### src/rtl/core/threefold_quadratic_densifier_macros.svh
// Assertion macros for the densifier RTL.
`ifndef THREEFOLD_QUADRATIC_DENSIFIER_MACROS_SVH
`define THREEFOLD_QUADRATIC_DENSIFIER_MACROS_SVH

// Checks a property at every rising clock edge outside reset.
`define TQD_ASSERT(label, prop, msg) \
   label: assert property (@(posedge clock) disable iff (reset) (prop)) else $error(msg);

// Checks that a condition implies a property in the same cycle.
`define TQD_ASSERT_IMPL(label, cond, prop, msg) \
   `TQD_ASSERT(label, (cond) |-> (prop), msg)

`endif

### src/rtl/core/tqd_pkg.sv
// Types, step codes and interpolation weights of the threefold quadratic densifier.
`default_nettype none

package tqd_pkg;

   localparam int WEIGHT_BITS = 5;

   typedef logic [2:0] step_type;
   typedef logic [1:0] seen_type;

   localparam step_type STEP_OLDER   = 3'd0;
   localparam step_type STEP_FIRST   = 3'd1;
   localparam step_type STEP_SECOND  = 3'd2;
   localparam step_type STEP_NEWER   = 3'd3;
   localparam step_type STEP_THIRD   = 3'd4;
   localparam step_type STEP_FOURTH  = 3'd5;
   localparam step_type STEP_CURRENT = 3'd6;

   localparam step_type LAST_SHORT = STEP_OLDER;
   localparam step_type LAST_RUN   = STEP_SECOND;
   localparam step_type LAST_TABLE = STEP_CURRENT;

   localparam seen_type SEEN_NONE = 2'd0;
   localparam seen_type SEEN_FULL = 2'd2;

   typedef struct packed {
      logic [WEIGHT_BITS-1:0] w0;
      logic [WEIGHT_BITS-1:0] w1;
      logic [WEIGHT_BITS-1:0] w2;
   } weight_set_type;

   // Weights in ninths; a plain sample is passed as nine ninths of itself.
   function automatic weight_set_type weights_for(input step_type step);
      weight_set_type ws;
      case (step)
         STEP_OLDER: begin
            ws = '{WEIGHT_BITS'(9), WEIGHT_BITS'(0), WEIGHT_BITS'(0)};
         end
         STEP_FIRST: begin
            ws = '{WEIGHT_BITS'(5), WEIGHT_BITS'(5), WEIGHT_BITS'(-1)};
         end
         STEP_SECOND: begin
            ws = '{WEIGHT_BITS'(2), WEIGHT_BITS'(8), WEIGHT_BITS'(-1)};
         end
         STEP_NEWER: begin
            ws = '{WEIGHT_BITS'(0), WEIGHT_BITS'(9), WEIGHT_BITS'(0)};
         end
         STEP_THIRD: begin
            ws = '{WEIGHT_BITS'(-1), WEIGHT_BITS'(8), WEIGHT_BITS'(2)};
         end
         STEP_FOURTH: begin
            ws = '{WEIGHT_BITS'(-1), WEIGHT_BITS'(5), WEIGHT_BITS'(5)};
         end
         STEP_CURRENT: begin
            ws = '{WEIGHT_BITS'(0), WEIGHT_BITS'(0), WEIGHT_BITS'(9)};
         end
         default: begin
            ws = '0;
         end
      endcase
      return ws;
   endfunction

endpackage

`default_nettype wire

### src/rtl/core/threefold_quadratic_densifier.sv
// Top level of the threefold quadratic densifier.
// The req channel takes one signed sample per transaction in req_tdata, with
// req_tlast marking the last sample of a table. The rsp channel returns the
// densified table, one value per transaction: req_tdata and rsp_tdata carry a
// SAMPLE_BITS value in their low bits, rsp_tuser carries status (bit 0, set for
// a table shorter than three samples) and run_end (bit 1, set on the last
// result of a sample), and rsp_tlast marks the last result of the table.
// The first two samples of a table give no result. Each later sample gives
// three results and the final one seven, one result per clock unless
// rsp_tready stalls; a final sample after fewer than two samples gives a
// single result with status set. A sample's first result passes the job,
// weighted-sum and output registers before it shows on rsp_tvalid. The
// single result channel sets the throughput: the next sample is taken in the
// cycle the previous one issues its last result, so within a table the channel
// runs without gaps unless stalled; the next table's first two samples idle it.
// A job register, a weighted-sum register and the output register form the
// pipeline; a stall on rsp_tready holds all three, and req_tready drops once a
// sample waits in the job register.
// Synchronous reset empties the pipeline and starts a new table.
`default_nettype none

module threefold_quadratic_densifier
   import tqd_pkg::*;
#(
   parameter int SAMPLE_BITS = 16
) (
   input  wire                                 clock,
   input  wire                                 reset,
   input  wire                                 req_tvalid,
   output logic                                req_tready,
   input  wire  [((SAMPLE_BITS+7)/8)*8-1:0]    req_tdata,   // sample, zero padding
   input  wire                                 req_tlast,
   output logic                                rsp_tvalid,
   input  wire                                 rsp_tready,
   output logic [((SAMPLE_BITS+7)/8)*8-1:0]    rsp_tdata,   // value, zero padding
   output logic [1:0]                          rsp_tuser,   // status, run_end
   output logic                                rsp_tlast
);

   localparam int DATA_BITS  = ((SAMPLE_BITS + 7) / 8) * 8;
   localparam int SUM_BITS   = SAMPLE_BITS + WEIGHT_BITS;
   localparam int SHIFT      = SUM_BITS + 3;
   localparam int RECIP_BITS = SHIFT - 2;
   localparam int PROD_BITS  = SUM_BITS + RECIP_BITS;
   localparam int QUOT_BITS  = PROD_BITS - SHIFT;
   localparam logic [RECIP_BITS-1:0] RECIP =
      RECIP_BITS'(((64'd1 << SHIFT) + 64'd8) / 64'd9);
   localparam logic [QUOT_BITS-1:0] HALF = QUOT_BITS'(1) << (SAMPLE_BITS - 1);
   localparam logic [SAMPLE_BITS-1:0] MAX_VALUE = {1'b0, {(SAMPLE_BITS-1){1'b1}}};
   localparam logic [SAMPLE_BITS-1:0] MIN_VALUE = {1'b1, {(SAMPLE_BITS-1){1'b0}}};

   logic signed [SAMPLE_BITS-1:0] older_ff, older_in;
   logic signed [SAMPLE_BITS-1:0] newer_ff, newer_in;
   seen_type                      seen_ff, seen_in;

   logic                          job_valid_ff, job_valid_in;
   logic signed [SAMPLE_BITS-1:0] f0_ff, f0_in;
   logic signed [SAMPLE_BITS-1:0] f1_ff, f1_in;
   logic signed [SAMPLE_BITS-1:0] f2_ff, f2_in;
   step_type                      step_ff, step_in;
   step_type                      last_ff, last_in;
   logic                          short_ff, short_in;
   logic                          final_ff, final_in;

   logic                          sum_valid_ff, sum_valid_in;
   logic signed [SUM_BITS-1:0]    sum_ff, sum_in;
   logic                          sum_status_ff, sum_status_in;
   logic                          sum_run_end_ff, sum_run_end_in;
   logic                          sum_table_end_ff, sum_table_end_in;

   logic                          rsp_valid_ff, rsp_valid_in;
   logic [SAMPLE_BITS-1:0]        value_ff, value_in;
   logic                          status_ff, status_in;
   logic                          run_end_ff, run_end_in;
   logic                          table_end_ff, table_end_in;

   logic                          advance;
   logic                          issue;
   logic                          job_done;
   logic                          accept;
   logic signed [SAMPLE_BITS-1:0] sample;
   weight_set_type                weights;
   logic signed [WEIGHT_BITS-1:0] w0, w1, w2;
   logic [SUM_BITS-1:0]           magnitude;
   logic [SUM_BITS-1:0]           rounded;
   logic [PROD_BITS-1:0]          product;
   logic [QUOT_BITS-1:0]          quotient;

   assign advance    = !rsp_valid_ff || rsp_tready;
   assign issue      = job_valid_ff && advance;
   assign job_done   = issue && (step_ff == last_ff);
   assign req_tready = !job_valid_ff || job_done;
   assign accept     = req_tvalid && req_tready;
   assign sample     = $signed(req_tdata[SAMPLE_BITS-1:0]);

   always_comb begin
      older_in     = older_ff;
      newer_in     = newer_ff;
      seen_in      = seen_ff;
      job_valid_in = job_valid_ff;
      f0_in        = f0_ff;
      f1_in        = f1_ff;
      f2_in        = f2_ff;
      step_in      = step_ff;
      last_in      = last_ff;
      short_in     = short_ff;
      final_in     = final_ff;
      if (job_done) begin
         job_valid_in = 1'b0;
      end else if (issue) begin
         step_in = step_ff + step_type'(1);
      end
      if (accept) begin
         if (seen_ff != SEEN_FULL) begin
            if (req_tlast) begin
               job_valid_in = 1'b1;
               step_in      = STEP_OLDER;
               last_in      = LAST_SHORT;
               short_in     = 1'b1;
               final_in     = 1'b1;
               older_in     = '0;
               newer_in     = '0;
               seen_in      = SEEN_NONE;
            end else begin
               older_in = newer_ff;
               newer_in = sample;
               seen_in  = seen_ff + seen_type'(1);
            end
         end else begin
            job_valid_in = 1'b1;
            step_in      = STEP_OLDER;
            last_in      = req_tlast ? LAST_TABLE : LAST_RUN;
            short_in     = 1'b0;
            final_in     = req_tlast;
            f0_in        = older_ff;
            f1_in        = newer_ff;
            f2_in        = sample;
            if (req_tlast) begin
               older_in = '0;
               newer_in = '0;
               seen_in  = SEEN_NONE;
            end else begin
               older_in = newer_ff;
               newer_in = sample;
            end
         end
      end
   end

   always_comb begin
      weights = short_ff ? weight_set_type'('0) : weights_for(step_ff);
      w0 = $signed(weights.w0);
      w1 = $signed(weights.w1);
      w2 = $signed(weights.w2);
      sum_in = SUM_BITS'(w0) * SUM_BITS'(f0_ff)
             + SUM_BITS'(w1) * SUM_BITS'(f1_ff)
             + SUM_BITS'(w2) * SUM_BITS'(f2_ff);
      sum_status_in    = short_ff;
      sum_run_end_in   = (step_ff == last_ff);
      sum_table_end_in = final_ff && (step_ff == last_ff);
      sum_valid_in     = advance ? issue : sum_valid_ff;
   end

   // Divide by nine, rounding to nearest, through a reciprocal multiply.
   always_comb begin
      magnitude = sum_ff[SUM_BITS-1] ? SUM_BITS'(-sum_ff) : SUM_BITS'(sum_ff);
      rounded   = magnitude + SUM_BITS'(4);
      product   = PROD_BITS'(rounded) * PROD_BITS'(RECIP);
      quotient  = product[PROD_BITS-1:SHIFT];
      if (sum_ff[SUM_BITS-1]) begin
         if (quotient > HALF) begin
            value_in = MIN_VALUE;
         end else begin
            value_in = -quotient[SAMPLE_BITS-1:0];
         end
      end else begin
         if (quotient >= HALF) begin
            value_in = MAX_VALUE;
         end else begin
            value_in = quotient[SAMPLE_BITS-1:0];
         end
      end
      status_in    = sum_status_ff;
      run_end_in   = sum_run_end_ff;
      table_end_in = sum_table_end_ff;
      rsp_valid_in = advance ? sum_valid_ff : rsp_valid_ff;
   end

   always_ff @(posedge clock) begin
      if (reset) begin
         older_ff     <= '0;
         newer_ff     <= '0;
         seen_ff      <= SEEN_NONE;
         job_valid_ff <= 1'b0;
         sum_valid_ff <= 1'b0;
         rsp_valid_ff <= 1'b0;
      end else begin
         older_ff     <= older_in;
         newer_ff     <= newer_in;
         seen_ff      <= seen_in;
         job_valid_ff <= job_valid_in;
         sum_valid_ff <= sum_valid_in;
         rsp_valid_ff <= rsp_valid_in;
      end
   end

   always_ff @(posedge clock) begin
      f0_ff    <= f0_in;
      f1_ff    <= f1_in;
      f2_ff    <= f2_in;
      step_ff  <= step_in;
      last_ff  <= last_in;
      short_ff <= short_in;
      final_ff <= final_in;
      if (advance && issue) begin
         sum_ff           <= sum_in;
         sum_status_ff    <= sum_status_in;
         sum_run_end_ff   <= sum_run_end_in;
         sum_table_end_ff <= sum_table_end_in;
      end
      if (advance && sum_valid_ff) begin
         value_ff     <= value_in;
         status_ff    <= status_in;
         run_end_ff   <= run_end_in;
         table_end_ff <= table_end_in;
      end
   end

   assign rsp_tvalid = rsp_valid_ff;
   assign rsp_tdata  = DATA_BITS'(value_ff);
   assign rsp_tuser  = {run_end_ff, status_ff};
   assign rsp_tlast  = table_end_ff;

`include "threefold_quadratic_densifier_macros.svh"

   `TQD_ASSERT(a_seen_bounded, seen_ff != 2'd3, "sample count passed a full window")
   `TQD_ASSERT_IMPL(a_step_in_job, job_valid_ff, step_ff <= last_ff, "step beyond job end")
   `TQD_ASSERT_IMPL(a_short_single, job_valid_ff && short_ff, last_ff == LAST_SHORT,
      "short table job with more than one result")
   `TQD_ASSERT_IMPL(a_table_end_run_end, rsp_valid_ff && table_end_ff, run_end_ff,
      "table end without run end")
   `TQD_ASSERT_IMPL(a_status_ends_table, rsp_valid_ff && status_ff, table_end_ff,
      "short table result not closing the table")

endmodule

`default_nettype wire

### config.mk
export PLATFORM = sky130hd
export DESIGN_NAME = threefold_quadratic_densifier
export DESIGN_NICKNAME = d
export VERILOG_FILES = /design/src/rtl/core/tqd_pkg.sv /design/src/rtl/core/threefold_quadratic_densifier.sv
export VERILOG_INCLUDE_DIRS = /design/src /design/src/rtl/core
export SDC_FILE = /design/constraint.sdc
export NUM_CORES = 1
export LEC_CHECK = 0
export BUFFER_PORTS_ARGS = -buffer_cell sky130_fd_sc_hd__buf_2
export CAP_MARGIN = 20
export CELL_PAD_IN_SITES_DETAIL_PLACEMENT = 1
export CELL_PAD_IN_SITES_GLOBAL_PLACEMENT = 2
export CORE_MARGIN = 2
export CORE_UTILIZATION = 43
export DETAILED_ROUTE_END_ITERATION = 7
export PLACE_DENSITY_LB_ADDON = 0.1
export SYNTH_ARGS = -nofsm -noshare
export SYNTH_HDL_FRONTEND = slang
export SYNTH_SLANG_ARGS = --single-unit
### constraint.sdc
create_clock -name clock -period 11.8 [get_ports clock]
set_input_delay 2.36 -clock clock [delete_from_list [all_inputs] [get_ports clock]]
set_output_delay 2.36 -clock clock [all_outputs]
set_load 0.02 [all_outputs]
==> flow_summary_export.csv <==
group,metric,value,unit
final_layout,area_occupied_by_multi_input_gates,13710,sq um
global_routing,maximum_number_of_pins_on_one_net_before_global_route_repair,69,
final_layout,final.fill_count,5038,
global_routing,grt_overflow_total,0,
sta,fin_tns_setup,0,ps
global_routing,groute.usage.overall,20.82,%
setup_path,critical_path_peak_fanout,8,
clock_tree,cts-htree-levels,4,
sta,final_max_slew_viol_count,0,
synth,netlist_area_pre_place,19150,sq um
global_routing,number_of_global_route_vias_before_repair,14790,
clock_tree,cts_tree,"built",
clock_tree,postCtsResizedCells,0,
final_layout,antennaDiodeCount,0,
sta,grt_setup_unrepaired,"false",
final_layout,area_growth_syn_to_layout,7.650,%
synth,ys_seq_area_share,19.08,%
placement,dp_hpwl,39300,um
sta,relSlewSlack,33.57,%
detailed_routing,finalWirelength,45310,um
sta,min_period,9898,ps
placement,routability_driven_placement_congestion_ratio,0.8904,
sta,fmax,101.0,MHz
floorplanning,die_width,215.0,um
clock_tree,tritoncts.num_buffers,17,
clock_tree,clkLatencyLatePin,480,ps
clock_tree,cts_hold_buffers,0,
setup_path,crit_required,12060,ps
setup_path,path_common_cell,"sky130_fd_sc_hd__inv_1",
detailed_routing,viasPerCell,5.049,
final_layout,area.sequential,3654,sq um
setup_path,crit_path_launch_type,"flop",
synth,post_synthesis_cells,1957,
placement,placed_cell_area,20030,sq um
synth,syn_avg_cell_area,9.786,sq um
sta,timing.final.crit_share,83.88,%
detailed_routing,drt-wirelength-per-cell,17.50,um
setup_path,critical_path.endpoint_type,"flop",
detailed_routing,dr_vias,13080,
floorplanning,core_area,44120,sq um
synth,yosysUniqueCellTypes,82,
global_routing,number_of_antenna_violations_at_the_first_check_in_global_routing,0,
synth,yosys_register_bits,135,
synth,synth_enable_flop_cells,95,
flow_run,drv.max_cap_violation_count,0,
setup_path,worst_ep_arrival_time,10160,ps
final_layout,drive_above_1_share,6.957,%
detailed_routing,drtPass1Iterations,4,
sta,finalSetupViolations,0,
synth,yosysWarningCount,0,
synth,asyncSetResetFlopFracSynth,0,%
sta,hold_viol_final,0,
synth,syn_nets,2501,
floorplanning,initial_utilization,43.40,%
final_layout,layout.nets,2529,
final_layout,fin_area,20620,sq um
synth,synth_ff_type,"sky130_fd_sc_hd__edfxtp_1",
sta,timing_worst_slew_pin_value,995.4,ps
clock_tree,clock_pin_slew_on_the_worst_setup_and_hold_paths,80,ps
clock_tree,cts-root-to-sink-buffers,2,
hold_path,hold_path_class,"flop to flop",
placement,placement.setup.worst_slack,1834,ps
setup_path,crit_path_top_delay_cell,"sky130_fd_sc_hd__fa_1",
detailed_routing,number_of_drc_markers_in_iteration_0,378,
floorplanning,std_cell_rows,77,
placement,port_buffers,41,
floorplanning,die-height,215.0,um
setup_path,max_stage_delay,540,ps
setup_path,crit_type,"flop to flop",
sta,clock_skew,21.71,ps
clock_tree,cts_root_buffer,"sky130_fd_sc_hd__clkbuf_16",
global_routing,grt_pass1_wl,76330,um
setup_path,regToRegSetupSlack,1900,ps
run_status,run_status,"finished, final reports clean",
detailed_routing,drc,0,
sta,hold_ws,408.5,ps
detailed_routing,ant_nets,0,
sta,finalWorstSetupSlack,1902,ps
floorplanning,ioPinCount,42,
clock_tree,clkSinkCount,135,
floorplanning,dieArea,46240,sq um
clock_tree,post_cts_setup_buffer_count,0,
final cells by class:
type                    count  area share [%]
multi-input cells        1346           66.48
flip-flops and latches    135           17.72
inverters                 427           7.774
well taps                 592           3.593
clock buffers              21           2.239
repair buffers             58           1.632
clock inverters            11          0.5583
per-stage QoR:
stage | cells | util (%)
2_1_floorplan | 1957 | -
3_3_place_gp | 2556 | 45.38
5_1_grt | 2590 | 46.72
4_1_cts | 2589 | 46.71
3_5_place_dp | 2557 | 45.40
6_report | 2590 | 46.72
cells in the mapped netlist (3+ instances only):
master / n / share of area [%]
sky130_fd_sc_hd__o31ai_1: 4 / 0.16
sky130_fd_sc_hd__mux2i_1: 5 / 0.26
sky130_fd_sc_hd__nor2b_1: 13 / 0.42
sky130_fd_sc_hd__o21ai_0: 23 / 0.60
sky130_fd_sc_hd__xnor2_1: 62 / 2.8
sky130_fd_sc_hd__a211o_1: 3 / 0.14
sky130_fd_sc_hd__a21oi_1: 80 / 2.1
sky130_fd_sc_hd__o21ai_1: 9 / 0.24
sky130_fd_sc_hd__edfxtp_1: 95 / 15
sky130_fd_sc_hd__buf_2: 4 / 0.10
sky130_fd_sc_hd__a2111oi_2: 5 / 0.39
sky130_fd_sc_hd__a21o_1: 24 / 0.94
sky130_fd_sc_hd__nand4_1: 6 / 0.20
sky130_fd_sc_hd__and3_1: 12 / 0.39
sky130_fd_sc_hd__or2_2: 13 / 0.42
sky130_fd_sc_hd__nand2_1: 144 / 2.8
sky130_fd_sc_hd__inv_1: 427 / 8.4
sky130_fd_sc_hd__o21a_1: 4 / 0.16
sky130_fd_sc_hd__and4_1: 3 / 0.14
sky130_fd_sc_hd__a31oi_1: 7 / 0.23
sky130_fd_sc_hd__o211a_1: 6 / 0.31
sky130_fd_sc_hd__and2_1: 90 / 2.9
sky130_fd_sc_hd__o41ai_1: 4 / 0.18
sky130_fd_sc_hd__nor3b_1: 34 / 1.3
sky130_fd_sc_hd__ha_1: 251 / 16
sky130_fd_sc_hd__xor2_1: 38 / 1.7
sky130_fd_sc_hd__o211ai_1: 8 / 0.31
sky130_fd_sc_hd__dfxtp_1: 40 / 4.2
sky130_fd_sc_hd__fa_1: 272 / 28
sky130_fd_sc_hd__nor4_1: 5 / 0.16
sky130_fd_sc_hd__nor3_1: 12 / 0.31
sky130_fd_sc_hd__a2111oi_0: 6 / 0.27
sky130_fd_sc_hd__or3_1: 5 / 0.16
sky130_fd_sc_hd__nand3_1: 17 / 0.44
sky130_fd_sc_hd__clkbuf_1: 40 / 0.78
sky130_fd_sc_hd__nand2b_1: 7 / 0.23
sky130_fd_sc_hd__a211oi_1: 10 / 0.39
sky130_fd_sc_hd__nor2_1: 106 / 2.1
sky130_fd_sc_hd__a21boi_0: 6 / 0.24
logic make-up after synthesis:
kind of cell             Yosys count  share of synthesized area [%]
adder cells (fa/ha/maj)          523                          44.83
flip-flops                       135                          19.08
AO/OA/AOI/OAI                    218                          7.774
buffers and inverters            476                          9.473
multiplexers                       6                         0.3201
XOR/XNOR                         104                          4.913
AND/OR/NAND/NOR                  495                          13.61
flip-flops by register name (all words and copies together), names as in the netlist, 3 cells and up:
name and flops:
f1_ff 16, rsp_tdata 16, f2_ff 16, newer_ff 16, step_ff 3, sum_ff 21, older_ff 16, f0_ff 16
worst paths after layout:
path	start	depth (start not counted)	endpoint
setup / recovery	sum_ff[0]$_DFFE_PP_	36	rsp_tdata[2]$_DFFE_PP_
hold / removal	status_in$_DFFE_PP_	0	status_ff$_DFFE_PP_
setup reg to reg	sum_ff[0]$_DFFE_PP_	36	rsp_tdata[2]$_DFFE_PP_
hold reg to reg	status_in$_DFFE_PP_	0	status_ff$_DFFE_PP_
critical path, delay by kind of cell (launching register included):
kind / cells / cell delay (ps)
adders and majority gates: 9 / 3540
and+or+nand+nor: 10 / 2300
AOI/OAI and AO/OA: 5 / 1630
buffers and inverters: 10 / 1040
xor gates and xnor gates: 2 / 680
DFF: 1 / 510
layout by cell type (no fill, tap or decap), types with 38 or more instances in the layout:
master | netlist | layout
sky130_fd_sc_hd__xnor2_1 | 62 | 62
sky130_fd_sc_hd__nand2_1 | 144 | 143
sky130_fd_sc_hd__a21oi_1 | 80 | 80
sky130_fd_sc_hd__fa_1 | 272 | 272
sky130_fd_sc_hd__dfxtp_1 | 40 | 40
sky130_fd_sc_hd__xor2_1 | 38 | 38
sky130_fd_sc_hd__buf_2 | 4 | 41
sky130_fd_sc_hd__ha_1 | 251 | 251
sky130_fd_sc_hd__edfxtp_1 | 95 | 95
sky130_fd_sc_hd__nor2_1 | 106 | 105
sky130_fd_sc_hd__inv_1 | 427 | 427
sky130_fd_sc_hd__and2_1 | 90 | 90
layer usage:
metal  up-vias  global-route usage, %  wire length [um]
met3        36                  2.477               706
met1      6663                  26.74             21060
li1       6293                      -                 -
met5         -                      0                 0
met4         0                  5.885               750
met2        84                  36.97             22800
Power is left out: the tool's default activity adds up to more than one toggle a clock period on the data nets, which glitch-free logic cannot reach.
